===== config.mk =====
export PLATFORM = sky130hd
export DESIGN_NAME = calendar_time_normalizer_flat
export DESIGN_NICKNAME = d
export VERILOG_FILES = /design/src/ctn_pkg.sv /design/src/ctn_if.sv /design/src/ctn_div.sv /design/src/ctn_dp.sv /design/src/ctn_seq.sv /design/src/calendar_time_normalizer.sv /design/src/flat_wrapper.sv
export SDC_FILE = /design/constraint.sdc
export NUM_CORES = 2
export LEC_CHECK = 0
export ABC_AREA = 1
export BUFFER_PORTS_ARGS = -buffer_cell sky130_fd_sc_hd__buf_2
export CORE_MARGIN = 2
export CORE_UTILIZATION = 45
export CTS_BUF_LIST = sky130_fd_sc_hd__clkbuf_16
export CTS_CLUSTER_SIZE = 16
export DETAILED_ROUTE_END_ITERATION = 12
export PLACE_DENSITY = 0.63
export REMOVE_ABC_BUFFERS = 1
export SLEW_MARGIN = 20
export SYNTH_ARGS = -nofsm -noshare
export SYNTH_HDL_FRONTEND = slang
export SYNTH_SLANG_ARGS = --single-unit

===== constraint.sdc =====
create_clock -name clk_i -period 11.04 [get_ports clk_i]
set_clock_uncertainty 0.15 [all_clocks]
set_input_delay 0.552 -clock clk_i [delete_from_list [all_inputs] [get_ports clk_i]]
set_output_delay 0.552 -clock clk_i [all_outputs]
set_load 0.005 [all_outputs]

===== src/ctn_pkg.sv =====
// ----------------------------------------------------------------------------
// ctn_pkg
// Shared constants, control word types, microcode table and calendar helper
// functions for the calendar time normalizer.
// ----------------------------------------------------------------------------
`default_nettype none

package ctn_pkg;

  localparam int FieldWidthDefault = 32;

  // Port field widths
  localparam int RawW    = 32;
  localparam int YearInW = 14;
  localparam int OutW    = 34;
  localparam int HourW   = 5;
  localparam int MinW    = 6;
  localparam int SecW    = 6;
  localparam int MsW     = 10;

  // Divider remainder and divisor width, residue of year mod 400, span width
  localparam int RemW  = 18;
  localparam int ResW  = 9;
  localparam int ResW1 = ResW + 1;
  localparam int SpanW = 17;

  localparam int MsPerSec      = 1000;
  localparam int SecPerMin     = 60;
  localparam int MinPerHour    = 60;
  localparam int HourPerDay    = 24;
  localparam int DaysPerCycle  = 146097;
  localparam int YearsPerCycle = 400;
  localparam int YearsPerCent  = 100;
  localparam int YearsPerQuad  = 4;
  localparam int DaysYear      = 365;
  localparam int DaysQuad      = 1461;
  localparam int DaysCent      = 36524;
  localparam int LateYear      = 4000;
  localparam int DaysLeapYear  = 366;

  typedef enum logic [4:0] {
    OP_NOP,
    OP_LOAD,
    OP_DIV_MS,
    OP_SET_MS,
    OP_DIV_SEC,
    OP_SET_SEC,
    OP_DIV_MIN,
    OP_SET_MIN,
    OP_DIV_HR,
    OP_SET_HR,
    OP_DIV_DAY,
    OP_SET_DAY,
    OP_DIV_YR,
    OP_SET_YR,
    OP_CENT,
    OP_QUAD,
    OP_YEAR,
    OP_LATE,
    OP_EMIT
  } op_e;

  typedef enum logic [2:0] {
    CND_NEXT,  // always advance
    CND_IN,    // hold until an input item is taken
    CND_DIV,   // hold until the divider is done
    CND_OUT,   // hold until the output register is free, then jump
    CND_MODE,  // jump when mode 1
    CND_FIT    // jump while the block subtraction fits
  } cond_e;

  localparam int StepW    = 5;
  localparam int NumSteps = 19;

  typedef logic [StepW-1:0] step_t;

  localparam step_t StepLoad = StepW'(0);
  localparam step_t StepCent = StepW'(14);
  localparam step_t StepQuad = StepW'(15);
  localparam step_t StepYear = StepW'(16);
  localparam step_t StepEmit = StepW'(18);
  localparam step_t StepLast = StepW'(NumSteps - 1);

  typedef struct packed {
    op_e   op;
    cond_e cond;
    step_t target;
  } uword_t;

  typedef struct packed {
    op_e  op;
    logic go;
  } ctrl_t;

  typedef struct packed {
    logic busy;
    logic mode;
    logic fit;
    logic out_free;
  } stat_t;

  // Program: carry ms -> s -> min -> h -> day; in mode 0, then split days into years.
  localparam uword_t Ucode [NumSteps] = '{
    '{OP_LOAD,    CND_IN,   StepLoad},
    '{OP_DIV_MS,  CND_NEXT, StepLoad},
    '{OP_SET_MS,  CND_DIV,  StepLoad},
    '{OP_DIV_SEC, CND_NEXT, StepLoad},
    '{OP_SET_SEC, CND_DIV,  StepLoad},
    '{OP_DIV_MIN, CND_NEXT, StepLoad},
    '{OP_SET_MIN, CND_DIV,  StepLoad},
    '{OP_DIV_HR,  CND_NEXT, StepLoad},
    '{OP_SET_HR,  CND_DIV,  StepLoad},
    '{OP_NOP,     CND_MODE, StepEmit},
    '{OP_DIV_DAY, CND_NEXT, StepLoad},
    '{OP_SET_DAY, CND_DIV,  StepLoad},
    '{OP_DIV_YR,  CND_NEXT, StepLoad},
    '{OP_SET_YR,  CND_DIV,  StepLoad},
    '{OP_CENT,    CND_FIT,  StepCent},
    '{OP_QUAD,    CND_FIT,  StepQuad},
    '{OP_YEAR,    CND_FIT,  StepYear},
    '{OP_LATE,    CND_NEXT, StepLoad},
    '{OP_EMIT,    CND_OUT,  StepLoad}
  };

  // r is the year mod 400
  function automatic logic is_century(logic [ResW-1:0] r);
    return (r == ResW'(YearsPerCent)) || (r == ResW'(2 * YearsPerCent)) ||
           (r == ResW'(3 * YearsPerCent));
  endfunction

  function automatic logic [SpanW-1:0] year_len(logic [ResW-1:0] r);
    logic leap;
    leap = (r[1:0] == 2'b00) && !is_century(r);
    return SpanW'(DaysYear) + SpanW'(leap);
  endfunction

  // Four years from r hold one multiple of four; short when it is a
  // century that is not a multiple of 400.
  function automatic logic [SpanW-1:0] span_quad(logic [ResW-1:0] r);
    logic short_span;
    short_span = (r >= ResW'(YearsPerCent - 3) && r <= ResW'(YearsPerCent)) ||
                 (r >= ResW'(2 * YearsPerCent - 3) && r <= ResW'(2 * YearsPerCent)) ||
                 (r >= ResW'(3 * YearsPerCent - 3) && r <= ResW'(3 * YearsPerCent));
    return SpanW'(DaysQuad) - SpanW'(short_span);
  endfunction

  // A hundred years from r hold one century; long when it is a multiple of 400.
  function automatic logic [SpanW-1:0] span_cent(logic [ResW-1:0] r);
    logic long_span;
    long_span = (r == '0) || (r > ResW'(3 * YearsPerCent));
    return SpanW'(DaysCent) + SpanW'(long_span);
  endfunction

  function automatic logic [ResW-1:0] res_add(logic [ResW-1:0] r, logic [ResW-1:0] inc);
    logic [ResW1-1:0] s;
    s = {1'b0, r} + {1'b0, inc};
    if (s >= ResW1'(YearsPerCycle)) begin
      s = s - ResW1'(YearsPerCycle);
    end
    return s[ResW-1:0];
  endfunction

endpackage

`default_nettype wire


===== src/ctn_if.sv =====
// ----------------------------------------------------------------------------
// ctn_if
// Valid/ready channels for time items entering and leaving the normalizer.
// ----------------------------------------------------------------------------
`default_nettype none

interface ctn_in_if;
  import ctn_pkg::*;

  logic                       valid;
  logic                       ready;
  logic                       mode;
  logic signed [YearInW-1:0]  year_in;
  logic signed [RawW-1:0]     day_in;
  logic signed [RawW-1:0]     hour_in;
  logic signed [RawW-1:0]     minute_in;
  logic signed [RawW-1:0]     second_in;
  logic signed [RawW-1:0]     milli_in;

  modport source (
    output valid, mode, year_in, day_in, hour_in, minute_in, second_in, milli_in,
    input  ready
  );

  modport sink (
    input  valid, mode, year_in, day_in, hour_in, minute_in, second_in, milli_in,
    output ready
  );
endinterface

interface ctn_out_if;
  import ctn_pkg::*;

  logic                     valid;
  logic                     ready;
  logic signed [OutW-1:0]   year_out;
  logic signed [OutW-1:0]   day_out;
  logic        [HourW-1:0]  hour_out;
  logic        [MinW-1:0]   minute_out;
  logic        [SecW-1:0]   second_out;
  logic        [MsW-1:0]    milli_out;

  modport source (
    output valid, year_out, day_out, hour_out, minute_out, second_out, milli_out,
    input  ready
  );

  modport sink (
    input  valid, year_out, day_out, hour_out, minute_out, second_out, milli_out,
    output ready
  );
endinterface

`default_nettype wire


===== src/ctn_div.sv =====
// ----------------------------------------------------------------------------
// ctn_div
// Floor divider of a signed word by a small positive constant, radix 16:
// four restoring steps per cycle, one quotient digit per cycle.
// ----------------------------------------------------------------------------
`default_nettype none

module ctn_div #(
  parameter int AW = 34
) (
  input  logic                      clk_i,
  input  logic                      rst_ni,
  input  logic                      start_i,
  input  logic [AW-1:0]             dividend_i,
  input  logic [ctn_pkg::RemW-1:0]  divisor_i,
  output logic                      busy_o,
  output logic [AW-1:0]             quo_o,
  output logic [ctn_pkg::RemW-1:0]  rem_o
);
  import ctn_pkg::*;

  localparam int DW     = ((AW + 3) / 4) * 4;
  localparam int Digits = DW / 4;
  localparam int CntW   = $clog2(Digits + 1);

  logic [DW-1:0]   num_q, quo_q;
  logic [RemW-1:0] rem_q, dvs_q, rem_d;
  logic [CntW-1:0] cnt_q;
  logic            neg_q;
  logic [AW-1:0]   mag;
  logic [RemW:0]   trial;
  logic [RemW-1:0] part;
  logic [3:0]      digit;

  // A negative dividend a is divided as ~a = -a-1; quotient and
  // remainder are folded back below.
  assign mag = dividend_i[AW-1] ? ~dividend_i : dividend_i;

  always_comb begin
    part  = rem_q;
    digit = '0;
    trial = '0;
    for (int i = 0; i < 4; i++) begin
      trial = {part, num_q[DW-1-i]};
      if (trial >= {1'b0, dvs_q}) begin
        trial        = trial - {1'b0, dvs_q};
        digit[3-i]   = 1'b1;
      end
      part = trial[RemW-1:0];
    end
    rem_d = part;
  end

  always_ff @(posedge clk_i or negedge rst_ni) begin
    if (!rst_ni) begin
      cnt_q <= '0;
      rem_q <= '0;
      dvs_q <= '0;
      neg_q <= 1'b0;
      num_q <= '0;
      quo_q <= '0;
    end else if (start_i) begin
      cnt_q <= CntW'(Digits);
      rem_q <= '0;
      dvs_q <= divisor_i;
      neg_q <= dividend_i[AW-1];
      num_q <= DW'(mag);
      quo_q <= '0;
    end else if (cnt_q != '0) begin
      cnt_q <= cnt_q - CntW'(1);
      rem_q <= rem_d;
      num_q <= {num_q[DW-5:0], 4'b0000};
      quo_q <= {quo_q[DW-5:0], digit};
    end
  end

  assign busy_o = (cnt_q != '0);
  assign quo_o  = neg_q ? ~quo_q[AW-1:0] : quo_q[AW-1:0];
  assign rem_o  = neg_q ? (dvs_q - RemW'(1) - rem_q) : rem_q;

  a_rem_below_divisor : assert property (@(posedge clk_i) disable iff (!rst_ni)
    (dvs_q != '0) |-> (rem_q < dvs_q))
    else $error("divider remainder reached the divisor");

endmodule

`default_nettype wire


===== src/ctn_dp.sv =====
// ----------------------------------------------------------------------------
// ctn_dp
// Datapath: field registers, year residue, block-span subtraction, late-year
// substitution and the output register, all steered by the control word.
// ----------------------------------------------------------------------------
`default_nettype none

module ctn_dp #(
  parameter int FIELD_WIDTH = ctn_pkg::FieldWidthDefault
) (
  input  logic            clk_i,
  input  logic            rst_ni,
  input  ctn_pkg::ctrl_t  ctrl_i,
  output ctn_pkg::stat_t  stat_o,
  ctn_in_if.sink          in_i,
  ctn_out_if.source       out_o
);
  import ctn_pkg::*;

  // Wide enough for every carry sum and for a day count below 146097
  localparam int AW = (FIELD_WIDTH + 2 > 19) ? FIELD_WIDTH + 2 : 19;
  localparam int NumFld = 5;
  localparam int IxDay  = 0;
  localparam int IxHour = 1;
  localparam int IxMin  = 2;
  localparam int IxSec  = 3;
  localparam int IxMs   = 4;

  logic [RawW-1:0] raw [NumFld];
  logic [AW-1:0]   ext [NumFld];

  logic            mode_q;
  logic [AW-1:0]   year_q, day_q, hr_q, min_q, sec_q, ms_q;
  logic [ResW-1:0] res_q;

  logic            div_start, div_busy;
  logic [AW-1:0]   div_a, div_quo;
  logic [RemW-1:0] div_d, div_rem;

  logic [SpanW-1:0] span;
  logic             fit, late, emit;

  logic                   out_valid_q;
  logic [OutW-1:0]        yr_out_q, day_out_q;
  logic [HourW-1:0]       hr_out_q;
  logic [MinW-1:0]        min_out_q;
  logic [SecW-1:0]        sec_out_q;
  logic [MsW-1:0]         ms_out_q;
  logic [AW+OutW-1:0]     yr_ext, day_ext;

  assign raw[IxDay]  = in_i.day_in;
  assign raw[IxHour] = in_i.hour_in;
  assign raw[IxMin]  = in_i.minute_in;
  assign raw[IxSec]  = in_i.second_in;
  assign raw[IxMs]   = in_i.milli_in;

  // Fields are read as FIELD_WIDTH-bit signed; wider than the port, non-negative
  for (genvar g = 0; g < NumFld; g++) begin : g_ext
    if (FIELD_WIDTH <= RawW) begin : g_sext
      assign ext[g] = AW'($signed(raw[g][FIELD_WIDTH-1:0]));
    end else begin : g_zext
      assign ext[g] = AW'(raw[g]);
    end
  end

  always_comb begin
    div_start = 1'b0;
    div_a     = ms_q;
    div_d     = RemW'(MsPerSec);
    unique case (ctrl_i.op)
      OP_DIV_MS: begin
        div_start = ctrl_i.go;
      end
      OP_DIV_SEC: begin
        div_start = ctrl_i.go;
        div_a     = sec_q;
        div_d     = RemW'(SecPerMin);
      end
      OP_DIV_MIN: begin
        div_start = ctrl_i.go;
        div_a     = min_q;
        div_d     = RemW'(MinPerHour);
      end
      OP_DIV_HR: begin
        div_start = ctrl_i.go;
        div_a     = hr_q;
        div_d     = RemW'(HourPerDay);
      end
      OP_DIV_DAY: begin
        div_start = ctrl_i.go;
        div_a     = day_q;
        div_d     = RemW'(DaysPerCycle);
      end
      OP_DIV_YR: begin
        div_start = ctrl_i.go;
        div_a     = year_q;
        div_d     = RemW'(YearsPerCycle);
      end
      default: ;
    endcase
  end

  ctn_div #(
    .AW (AW)
  ) u_div (
    .clk_i      (clk_i),
    .rst_ni     (rst_ni),
    .start_i    (div_start),
    .dividend_i (div_a),
    .divisor_i  (div_d),
    .busy_o     (div_busy),
    .quo_o      (div_quo),
    .rem_o      (div_rem)
  );

  always_comb begin
    unique case (ctrl_i.op)
      OP_CENT: span = span_cent(res_q);
      OP_QUAD: span = span_quad(res_q);
      default: span = year_len(res_q);
    endcase
  end

  // Day is non-negative once the 400-year split is done
  assign fit  = (day_q >= AW'(span));
  assign late = ($signed(year_q) >= $signed(AW'(LateYear)));
  assign emit = ctrl_i.go && (ctrl_i.op == OP_EMIT);

  always_ff @(posedge clk_i) begin
    if (ctrl_i.go) begin
      unique case (ctrl_i.op)
        OP_LOAD: begin
          mode_q <= in_i.mode;
          year_q <= AW'($signed(in_i.year_in));
          day_q  <= ext[IxDay];
          hr_q   <= ext[IxHour];
          min_q  <= ext[IxMin];
          sec_q  <= ext[IxSec];
          ms_q   <= ext[IxMs];
        end
        OP_SET_MS: begin
          ms_q  <= AW'(div_rem);
          sec_q <= sec_q + div_quo;
        end
        OP_SET_SEC: begin
          sec_q <= AW'(div_rem);
          min_q <= min_q + div_quo;
        end
        OP_SET_MIN: begin
          min_q <= AW'(div_rem);
          hr_q  <= hr_q + div_quo;
        end
        OP_SET_HR: begin
          hr_q  <= AW'(div_rem);
          day_q <= day_q + div_quo;
        end
        OP_SET_DAY: begin
          // year += 400 * quotient
          day_q  <= AW'(div_rem);
          year_q <= year_q + (div_quo << 8) + (div_quo << 7) + (div_quo << 4);
        end
        OP_SET_YR: begin
          res_q <= div_rem[ResW-1:0];
        end
        OP_CENT: begin
          if (fit) begin
            day_q  <= day_q - AW'(span);
            year_q <= year_q + AW'(YearsPerCent);
            res_q  <= res_add(res_q, ResW'(YearsPerCent));
          end
        end
        OP_QUAD: begin
          if (fit) begin
            day_q  <= day_q - AW'(span);
            year_q <= year_q + AW'(YearsPerQuad);
            res_q  <= res_add(res_q, ResW'(YearsPerQuad));
          end
        end
        OP_YEAR: begin
          if (fit) begin
            day_q  <= day_q - AW'(span);
            year_q <= year_q + AW'(1);
            res_q  <= res_add(res_q, ResW'(1));
          end
        end
        OP_LATE: begin
          if (late) begin
            year_q <= '0;
            day_q  <= AW'(1);
            hr_q   <= '0;
            min_q  <= '0;
            sec_q  <= '0;
            ms_q   <= '0;
          end
        end
        default: ;
      endcase
    end
  end

  assign yr_ext  = {{OutW{year_q[AW-1]}}, year_q};
  assign day_ext = {{OutW{day_q[AW-1]}}, day_q};

  always_ff @(posedge clk_i) begin
    if (emit) begin
      yr_out_q  <= yr_ext[OutW-1:0];
      day_out_q <= day_ext[OutW-1:0];
      hr_out_q  <= hr_q[HourW-1:0];
      min_out_q <= min_q[MinW-1:0];
      sec_out_q <= sec_q[SecW-1:0];
      ms_out_q  <= ms_q[MsW-1:0];
    end
  end

  always_ff @(posedge clk_i or negedge rst_ni) begin
    if (!rst_ni) begin
      out_valid_q <= 1'b0;
    end else if (emit) begin
      out_valid_q <= 1'b1;
    end else if (out_o.ready) begin
      out_valid_q <= 1'b0;
    end
  end

  assign out_o.valid      = out_valid_q;
  assign out_o.year_out   = yr_out_q;
  assign out_o.day_out    = day_out_q;
  assign out_o.hour_out   = hr_out_q;
  assign out_o.minute_out = min_out_q;
  assign out_o.second_out = sec_out_q;
  assign out_o.milli_out  = ms_out_q;

  assign stat_o.busy     = div_busy;
  assign stat_o.mode     = mode_q;
  assign stat_o.fit      = fit;
  assign stat_o.out_free = !out_valid_q || out_o.ready;

  a_emit_time_range : assert property (@(posedge clk_i) disable iff (!rst_ni)
    emit |-> (hr_q < AW'(HourPerDay)) && (min_q < AW'(MinPerHour)) &&
             (sec_q < AW'(SecPerMin)) && (ms_q < AW'(MsPerSec)))
    else $error("time field out of range at result load");

  a_emit_day_range : assert property (@(posedge clk_i) disable iff (!rst_ni)
    (emit && !mode_q) |-> (day_q < AW'(DaysLeapYear)))
    else $error("day of year out of range at result load");

  a_div_idle_on_start : assert property (@(posedge clk_i) disable iff (!rst_ni)
    div_start |-> !div_busy)
    else $error("divider started while busy");

endmodule

`default_nettype wire


===== src/ctn_seq.sv =====
// ----------------------------------------------------------------------------
// ctn_seq
// Microcode sequencer: step counter, program table lookup and conditional
// jumps; issues one control word per cycle to the datapath.
// ----------------------------------------------------------------------------
`default_nettype none

module ctn_seq (
  input  logic            clk_i,
  input  logic            rst_ni,
  input  logic            in_valid_i,
  input  ctn_pkg::stat_t  stat_i,
  output ctn_pkg::ctrl_t  ctrl_o,
  output logic            in_ready_o
);
  import ctn_pkg::*;

  step_t  step_q, step_d;
  uword_t uw;
  logic   go, jump;

  assign uw = Ucode[step_q];

  always_comb begin
    unique case (uw.cond)
      CND_IN:  go = in_valid_i;
      CND_DIV: go = !stat_i.busy;
      CND_OUT: go = stat_i.out_free;
      default: go = 1'b1;
    endcase
  end

  assign jump = ((uw.cond == CND_MODE) && stat_i.mode) ||
                ((uw.cond == CND_FIT) && stat_i.fit) ||
                (uw.cond == CND_OUT);

  always_comb begin
    if (!go) begin
      step_d = step_q;
    end else if (jump) begin
      step_d = uw.target;
    end else begin
      step_d = step_q + StepW'(1);
    end
  end

  always_ff @(posedge clk_i or negedge rst_ni) begin
    if (!rst_ni) begin
      step_q <= StepLoad;
    end else begin
      step_q <= step_d;
    end
  end

  assign ctrl_o.op   = uw.op;
  assign ctrl_o.go   = go;
  assign in_ready_o  = (uw.cond == CND_IN);

  a_step_in_program : assert property (@(posedge clk_i) disable iff (!rst_ni)
    step_q <= StepLast)
    else $error("step counter left the program");

endmodule

`default_nettype wire


===== src/calendar_time_normalizer.sv =====
// Mode 1 carries ms -> s -> min -> h -> day only; mode 0 then also splits the days
// into years by 400-year cycles and 100/4/1-year blocks and applies the late-year
// substitution. Throughput: one item at a time; one radix-16 divider is shared by
// all carries and splits, and the next item is taken while the last result waits
// at the output.
// Reset: asynchronous, active low; program returns to the load step, no result.
// ----------------------------------------------------------------------------
// calendar_time_normalizer
// Normalizes year, day, hour, minute, second and millisecond fields with
// floor carries and Gregorian year lengths, under a microcoded sequencer.
// ----------------------------------------------------------------------------
`default_nettype none

module calendar_time_normalizer #(
  parameter int FIELD_WIDTH = ctn_pkg::FieldWidthDefault
) (
  input  logic       clk_i,
  input  logic       rst_ni,
  ctn_in_if.sink     in_i,
  ctn_out_if.source  out_o
);
  import ctn_pkg::*;

  ctrl_t ctrl;
  stat_t stat;
  logic  in_ready;

  ctn_seq u_seq (
    .clk_i      (clk_i),
    .rst_ni     (rst_ni),
    .in_valid_i (in_i.valid),
    .stat_i     (stat),
    .ctrl_o     (ctrl),
    .in_ready_o (in_ready)
  );

  assign in_i.ready = in_ready;

  ctn_dp #(
    .FIELD_WIDTH (FIELD_WIDTH)
  ) u_dp (
    .clk_i  (clk_i),
    .rst_ni (rst_ni),
    .ctrl_i (ctrl),
    .stat_o (stat),
    .in_i   (in_i),
    .out_o  (out_o)
  );

endmodule

`default_nettype wire

===== src/flat_wrapper.sv =====
// flat-port wrapper written by rule: the top's interface ports become plain ports
module calendar_time_normalizer_flat import ctn_pkg::*;
#(
  parameter int FIELD_WIDTH = ctn_pkg::FieldWidthDefault
)
  (clk_i, rst_ni, in_i_valid, in_i_mode, in_i_year_in, in_i_day_in, in_i_hour_in, in_i_minute_in, in_i_second_in, in_i_milli_in, in_i_ready, out_o_valid, out_o_year_out, out_o_day_out, out_o_hour_out, out_o_minute_out, out_o_second_out, out_o_milli_out, out_o_ready);
  ctn_in_if in_i_i ();
  ctn_out_if out_o_i ();
  input  logic clk_i;
  input  logic rst_ni;
  input wire logic [$bits(in_i_i.valid)-1:0] in_i_valid;
  input wire logic [$bits(in_i_i.mode)-1:0] in_i_mode;
  input wire logic [$bits(in_i_i.year_in)-1:0] in_i_year_in;
  input wire logic [$bits(in_i_i.day_in)-1:0] in_i_day_in;
  input wire logic [$bits(in_i_i.hour_in)-1:0] in_i_hour_in;
  input wire logic [$bits(in_i_i.minute_in)-1:0] in_i_minute_in;
  input wire logic [$bits(in_i_i.second_in)-1:0] in_i_second_in;
  input wire logic [$bits(in_i_i.milli_in)-1:0] in_i_milli_in;
  output wire logic [$bits(in_i_i.ready)-1:0] in_i_ready;
  output wire logic [$bits(out_o_i.valid)-1:0] out_o_valid;
  output wire logic [$bits(out_o_i.year_out)-1:0] out_o_year_out;
  output wire logic [$bits(out_o_i.day_out)-1:0] out_o_day_out;
  output wire logic [$bits(out_o_i.hour_out)-1:0] out_o_hour_out;
  output wire logic [$bits(out_o_i.minute_out)-1:0] out_o_minute_out;
  output wire logic [$bits(out_o_i.second_out)-1:0] out_o_second_out;
  output wire logic [$bits(out_o_i.milli_out)-1:0] out_o_milli_out;
  input wire logic [$bits(out_o_i.ready)-1:0] out_o_ready;
  assign in_i_i.valid = in_i_valid;
  assign in_i_i.mode = in_i_mode;
  assign in_i_i.year_in = in_i_year_in;
  assign in_i_i.day_in = in_i_day_in;
  assign in_i_i.hour_in = in_i_hour_in;
  assign in_i_i.minute_in = in_i_minute_in;
  assign in_i_i.second_in = in_i_second_in;
  assign in_i_i.milli_in = in_i_milli_in;
  assign in_i_ready = in_i_i.ready;
  assign out_o_valid = out_o_i.valid;
  assign out_o_year_out = out_o_i.year_out;
  assign out_o_day_out = out_o_i.day_out;
  assign out_o_hour_out = out_o_i.hour_out;
  assign out_o_minute_out = out_o_i.minute_out;
  assign out_o_second_out = out_o_i.second_out;
  assign out_o_milli_out = out_o_i.milli_out;
  assign out_o_i.ready = out_o_ready;
  calendar_time_normalizer #(.FIELD_WIDTH(FIELD_WIDTH)) u_core (.clk_i(clk_i), .rst_ni(rst_ni), .in_i(in_i_i), .out_o(out_o_i));
endmodule

After elaboration in Yosys (flattened, before gate mapping)
Memories as Yosys holds them, arrays and structs flattened.
Index checks and enable logic that the tools add are counted.
{"block": "op_classes", "add_sub_neg": 28, "order_cmp": 17, "n_eq_ne": 31, "mux": 48, "n_bitwise": 3, "reduce_logical": 41}
{"operator": "one-hot mux 34 bit (4 select lines)", "n": 3}
{"operator": "2-to-1 mux 34 bit", "n": 10}
{"operator": "one-hot mux 34 bit (5 select lines)", "n": 2}
{"operator": "adder 34 bit", "n": 7}
{"operator": "one-hot mux 34 bit (6 select lines)", "n": 1}
{"operator": "2-to-1 mux 18 bit", "n": 7}
{"operator": "one-hot mux 34 bit (3 select lines)", "n": 1}
{"operator": "subtractor 18 bit", "n": 5}
{"operator": ">= comparator 19 x 18 -> 1 bit", "n": 4}
{"operator": "2-to-1 mux 36 bit", "n": 2}
{"operator": "one-hot mux 18 bit (4 select lines)", "n": 1}
{"operator": "inverter 34 bit", "n": 2}
{"operator": "2-to-1 mux 9 bit", "n": 6}
{"operator": "equality test 5 x 4 -> 1 bit, second input constant", "n": 8}
{"operator": "one-hot mux 9 bit (4 select lines)", "n": 1}
{"operator": "adder 34 x 1 -> 34 bit, second input constant", "n": 1}
{"operator": "adder 34 x 3 -> 34 bit, second input constant", "n": 1}
{"operator": "adder 34 x 7 -> 34 bit, second input constant", "n": 1}
{"operator": ">= comparator 34 x 13 -> 1 bit, second input constant", "n": 1}
{"operator": ">= comparator 34 x 17 -> 1 bit", "n": 1}
{"operator": "one-hot mux 17 bit (2 select lines)", "n": 1}
{"operator": "subtractor 34 x 17 -> 34 bit", "n": 1}
{"operator": ">= comparator 10 x 9 -> 1 bit, second input constant", "n": 3}
{"operator": "subtractor 9 bit, second input constant", "n": 3}
{"operator": "other kinds (53)", "n": 95}
{"block": "word_totals", "reg_bits": 426, "romBits": 416, "out_inout_bits": 97, "elab_cells": 191, "memories": 1}
{"name": "(name not given)", "depth": 32, "width": 13, "read_ports": 1, "rd_clocked_by_memory_dff": 0, "write_ports": 0, "line": "ctn_seq.sv:22", "rtl": "assign uw = Ucode[step_q];"}

Depth between registers and ports, before layout
{"block": "depth", "depth_word": 12, "depth_mapped": 61, "mapped_depth_nobuf": 58}

Worst setup path after synthesis
OpenSTA, ideal clock, no wires.
{"block": "synth_timing", "kind": "register -> register", "start": "reg u_core.u_seq.step_q[1]", "end": "reg u_core.u_dp.out_valid_q, in the netlist u_core.u_dp.out_o.valid", "setup_ns": 0.115, "arrival_ns": 8.975, "required_time_ns": 10.775, "slack_ns": 1.799, "stages_incl_launch_ff": 18, "path_buffers": 1, "period_less_slack_ns": 9.241, "cell_sequence": "dfrtp_1 inv_1 ha_1 inv_1 nor2_1 nand2_1 nor2_1 a21oi_1 o21ai_0 nor2_1 inv_1 nor2_1 o21ai_0 nand3_1 inv_1 clkbuf_1 nor3_1 o21bai_1"}
{"block": "synth_via", "elab_chain_cells": 8}
{"item": "start, declared", "line": "ctn_seq.sv:18", "rtl": "step_t step_q, step_d;"}
{"item": "start signal, assigned", "line": "ctn_seq.sv:49", "rtl": "step_q <= StepLoad;"}
{"item": "start signal, assigned", "line": "ctn_seq.sv:51", "rtl": "step_q <= step_d;"}
{"item": "inverter 5 -> 6 bit (implied by the code) *", "line": "ctn_seq.sv:22"}
{"item": "memory read (32 x 13 bit) *"}
{"item": "2-to-1 mux 13 bit (implied by the code) * (2 in series)", "line": "ctn_seq.sv:22"}
{"item": "equality test 3 x 2 -> 1 bit / equality test 3 x 1 -> 1 bit (equally long branches)", "line": "ctn_seq.sv:25", "rtl": "unique case (uw.cond)"}
{"item": "one-hot mux 1 bit (3 select lines)", "line": "ctn_seq.sv:25"}
{"item": "logical AND 1 bit *", "line": "ctn_dp.sv:127", "rtl": "assign emit = ctrl_i.go && (ctrl_i.op == OP_EMIT);"}
{"item": "via u_core.u_dp.emit", "line": "ctn_dp.sv:41", "rtl": "logic fit, late, emit;"}
{"item": "2-to-1 mux 1 bit / nonzero test 2 bit (equally long branches)"}
{"item": "end signal, assigned", "line": "ctn_dp.sv:217", "rtl": "out_valid_q <= 1'b0;"}
{"item": "end signal, assigned", "line": "ctn_dp.sv:219", "rtl": "out_valid_q <= 1'b1;"}
{"item": "end signal, assigned", "line": "ctn_dp.sv:221", "rtl": "out_valid_q <= 1'b0;"}
{"item": "end, declared", "line": "ctn_dp.sv:43", "rtl": "logic out_valid_q;"}
Mark *: on every way through the listed nets, which the timed path passes. The rest lies on a longest branch. The select of a mux whose other input is x is not followed.
A chain may end at the register's enable or synchronous reset.

Final worst setup path
{"block": "layout_timing", "start": "reg u_core.u_dp.u_div.dvs_q[13]", "end": "reg u_core.u_dp.u_div.rem_q[16]"}
{"block": "layout_via", "elab_chain_cells": 10}
{"item": "start, declared", "line": "ctn_div.sv:27", "rtl": "logic [RemW-1:0] rem_q, dvs_q, rem_d;"}
{"item": "start signal, assigned", "line": "ctn_div.sv:65", "rtl": "dvs_q <= divisor_i;"}
{"item": "subtractor 18 bit / >= comparator 19 x 18 -> 1 bit (equally long branches)", "line": "ctn_div.sv:46, ctn_div.sv:45"}
{"item": "2-to-1 mux 18 bit", "line": "ctn_div.sv:45", "rtl": "if (trial >= {1'b0, dvs_q}) begin"}
{"item": "subtractor 18 bit / >= comparator 19 x 18 -> 1 bit (equally long branches)", "line": "ctn_div.sv:46, ctn_div.sv:45"}
{"item": "2-to-1 mux 18 bit", "line": "ctn_div.sv:45"}
{"item": "subtractor 18 bit / >= comparator 19 x 18 -> 1 bit (equally long branches)", "line": "ctn_div.sv:46, ctn_div.sv:45"}
{"item": "2-to-1 mux 18 bit", "line": "ctn_div.sv:45"}
{"item": "subtractor 18 bit / >= comparator 19 x 18 -> 1 bit (equally long branches)", "line": "ctn_div.sv:46, ctn_div.sv:45"}
{"item": "2-to-1 mux 18 bit *", "line": "ctn_div.sv:45"}
{"item": "2-to-1 mux 18 bit *", "line": "ctn_div.sv:69", "rtl": "end else if (cnt_q != '0) begin"}
{"item": "2-to-1 mux 18 bit *", "line": "ctn_div.sv:62", "rtl": "end else if (start_i) begin"}
{"item": "end signal, assigned", "line": "ctn_div.sv:71", "rtl": "rem_q <= rem_d;"}
{"item": "end, declared", "line": "ctn_div.sv:27"}
Every way passes the cells marked *; elsewhere a longest branch is shown, timed or not. The select of a mux whose other input is x is not followed.

==> results.txt <==
----------------------------------------------------
[Placement]
  Post-DP HPWL ... 112.1 mm
  Gpl congestion ... 1.015
  Count of buffers from port buffering ... 275

[Status]
  Result of the run ... finished clean

[Synthesis]
  Mean area per synthesized cell ... 7.586 um2
  Share of synthesized cell area in and, or, nand and nor gates ... 22.18%
  Cell area after synthesis ... 35720 um2
  Synth warn ... 0
  Number of synthesized flops with an enable pin ... 307
  Post-synthesis adder-cell area fraction ... 12.76%
  Library cells used by synthesis ... 65
  Post-Synthesis Cells ... 4709
  Seq/Total Area, Yosys ... 33.37%
  Post-synthesis mux area share ... 0.02802%
  Share of the synthesized area in compound gates (AO/OA/AOI/OAI) ... 18.11%
  Seq cells post-synth ... 415
  Top_reg_cell synth ... edfxtp_1
  Proportion of register bits with asynchronous set or reset after synthesis ... 26.02%
  Largest family of logic cells by synthesized area ... simple AND/OR/NAND/NOR gates
  XOR/XNOR Fraction of Synth Area ... 4.708%

[Detailed routing]
  Total number of vias ... 35480
  Met2 wirelength from detailed routing ... 61.19 mm
  Number of design-rule violations left by the first detailed-router iteration ... 4414
  Top Metal Used ... met4
  Mean routed wirelength per cell ... 23.93 um
  Number of search-and-repair iterations in the first detailed-routing pass ... 6
  Number of remaining DRC errors ... 0
  DRT Wirelength ... 145.3 mm
  Detailed-routing wirelength on met1 ... 60.04 mm
  Via count normalized by instance count ... 5.846
  Met3 wire length ... 16.30 mm
  Post-DRT Antenna Nets ... 0

[Clocking]
  Number of H-tree levels ... 2
  Buffer cell driving the clock tree root ... clkbuf_16
  CTS tree ... done
  Total CTS buffers ... 50
  Clock-pin slew on the worst setup and hold paths ... 0.06 ns
  Clock latency on the worst-skew pair ... 0.64 ns
  Sinks on the clock net ... 415
  Clock Tree Buf Depth ... 3
  Post-CTS Repair Setup Buffers ... 0

[GRT]
  Global-route wire length before repair ... 211.9 mm
  Largest net degree at the start of global routing ... 56
  Global-route total usage across every layer ... 34.76%
  Grt total ovfl ... 0
  Number of global-route vias before repair ... 33100
  Initial antenna violation count ... 1

[Die]
  Overall die height ... 285.7 um
  Die outline area ... 81650 um2
  Cell Rows ... 103
  Initial Utilization ... 45.37%
  Core area ... 78740 um2
  Die Width ... 285.7 um
  # IOs ... 276

[Worst hold path]
  Worst Min Path Start ... in_i_second_in[23]
  Min-Delay Path Class ... input port to flip-flop

[Cells and area]
  Leading cell types in the layout, fill and taps excluded ... 1072 x nand2_1, 686 x inv_1, 344 x nor2_1
  Synthesis-to-layout area growth ... 12.67%
  Layout Nets ... 5484
  Layout cell share with drive strength beyond 1 ... 10.94%
  Commonest non-fill, non-tap cell in the layout ... nand2_1

[Worst setup path]
  Critical Path Source Type ... flip-flop
  Cell type of the slowest stage on the worst timing path ... inv_1
  Source of the critical timing path ... u_core.u_dp.u_div.dvs_q[13]
  Biggest fanout along the worst timing path ... 21
  Buf/Inv on CP ... 12
  Critical setup path kind ... flip-flop to flip-flop
  Req. time, crit path ... 11.38 ns
  Endpoint kind of the worst setup timing path ... flip-flop
  Cell with the most instances on the worst path ... nand2_1
  Launch point of the worst reg-to-reg path ... u_core.u_dp.u_div.dvs_q[13]
  Gate family responsible for the most delay along the worst path ... simple AND/OR/NAND/NOR gates
  Data arrival time at the worst-slack endpoint ... 9.70 ns
  Largest stage delay on the critical path ... 0.55 ns

[Flow run]
  Number of max-cap violations ... 0

[Timing]
  Fmax ... 106.9 MHz
  Crit share post-route ... 84.75%
  Total negative setup slack ... 0 ns
  Final slew viol count ... 0
  Actual slew at the worst max-slew pin ... 1.277 ns
  Final Hold Violating Endpoints ... 0
  # setup viols final ... 0
  Unrepaired setup endpoints after global routing ... false
  Final critical delay including setup and external delays ... 9.356 ns
  Worst-case headroom to the max-slew limit ... 14.31%

----------------------------------------------------
-- area by class of cell --
| type | instances | area (um2) |
|---|---|---|
| antenna | 3 | 7.507 |
| clock buffer | 50 | 1251 |
| clock inverter | 43 | 451.7 |
| fill | 7785 | 38500 |
| inverter | 699 | 2624 |
| multi-input combinational | 3465 | 20770 |
| sequential | 415 | 11920 |
| tap | 1050 | 1314 |
| timing repair buffer | 344 | 1904 |
-- layer usage --
| metal | GRT usage, % | up-vias |
|---|---|---|
| li1 | - | 16600 |
| met1 | 47.95 | 16700 |
| met2 | 52.09 | 1866 |
| met3 | 7.496 | 312 |
| met4 | 16.02 | 0 |
| met5 | 0 | - |
-- synthesized netlist by cell type (all sizes together), types with 24 or more instances --
cell type	number	share of area (%)
a21oi	332	4.7
a221oi	28	0.69
a22oi	49	1.0
clkbuf	111	1.2
dfrtp	108	7.6
edfxtp	307	26
fa	57	3.2
ha	273	9.6
inv	692	7.3
nand2	1097	12
nand3	247	3.6
nand4	55	0.98
nor2	377	4.2
nor3	53	0.74
o2111ai	30	0.74
o211ai	68	1.6
o21ai	322	4.5
o21bai	24	0.50
o221ai	56	1.4
o22ai	54	0.95
or2	30	0.53
xnor2	87	2.1
xor2	105	2.6
-- sequential cells by signal, indices dropped and copies added (netlist names), 10 cells and up --
register	cells
u_core.u_dp.out_o.milli_out	10
u_core.u_dp.sec_q	34
u_core.u_dp.u_div.rem_q	18
u_core.u_dp.out_o.year_out	34
u_core.u_dp.u_div.num_q	36
u_core.u_dp.year_q	34
u_core.u_dp.u_div.quo_q	34
u_core.u_dp.day_q	34
u_core.u_dp.ms_q	32
u_core.u_dp.min_q	34
u_core.u_dp.hr_q	34
u_core.u_dp.out_o.day_out	34
-- path summary, 6_finish.rpt --
kind                       depth (start not counted)  slack [ns]                        endpoint
hold reg to reg                                    0        0.30  u_core.u_dp.out_o.milli_out[9]
setup reg to reg                                  55        1.68     u_core.u_dp.u_div.rem_q[16]
min in group asynchronous                          2        0.42     u_core.u_dp.u_div.num_q[25]
hold / removal                                     3        0.04           u_core.u_dp.sec_q[23]
max in group asynchronous                          3        8.91         u_core.u_dp.u_div.neg_q
setup / recovery                                  55        1.68     u_core.u_dp.u_div.rem_q[16]
-- tightest hold or removal path, delay by kind of cell --
kind	cells	cell delay (ns)
buffers and inverters	1	0.07
and+or+nand+nor	1	0.04
AOI/OAI and AO/OA	1	0.05
-- per-stage QoR --
step | utilization (%) | cells | instance area (um2) | hold WS (ns) | worst slack, ns
2_1_floorplan | - | 4579 | 35190 | 0.1064 | 1.895
3_3_place_gp | 48.90 | 5970 | 38510 | 0.2847 | 1.884
3_5_place_dp | 48.90 | 5970 | 38510 | 0.2895 | 1.809
4_1_cts | 51.10 | 6066 | 40240 | 0.01540 | 1.761
6_report | 51.11 | 6069 | 40250 | 0.03597 | 1.684
5_1_grt | 51.10 | 6066 | 40240 | 0.04539 | 0.4685
-- kinds of logic (layout without fill, tap and decap cells) --
group / count (synthesis) / in the layout
flops: 415 / 415
simple gates: 1882 / 1882
other cells: 0 / 3
fa+ha+maj: 330 / 330
compound gates: 1060 / 1060
mux: 1 / 1
xor+xnor: 192 / 192
buf+inv: 829 / 1136
-- what timing repair did --
item                      in CTS  in global routing
hold endpoints to repair      56                  0
resized for setup              0                  0
hold buffers                   3                  0
Power is left out: the tool's default activity adds up to more than one toggle a clock period on the data nets, which glitch-free logic cannot reach.
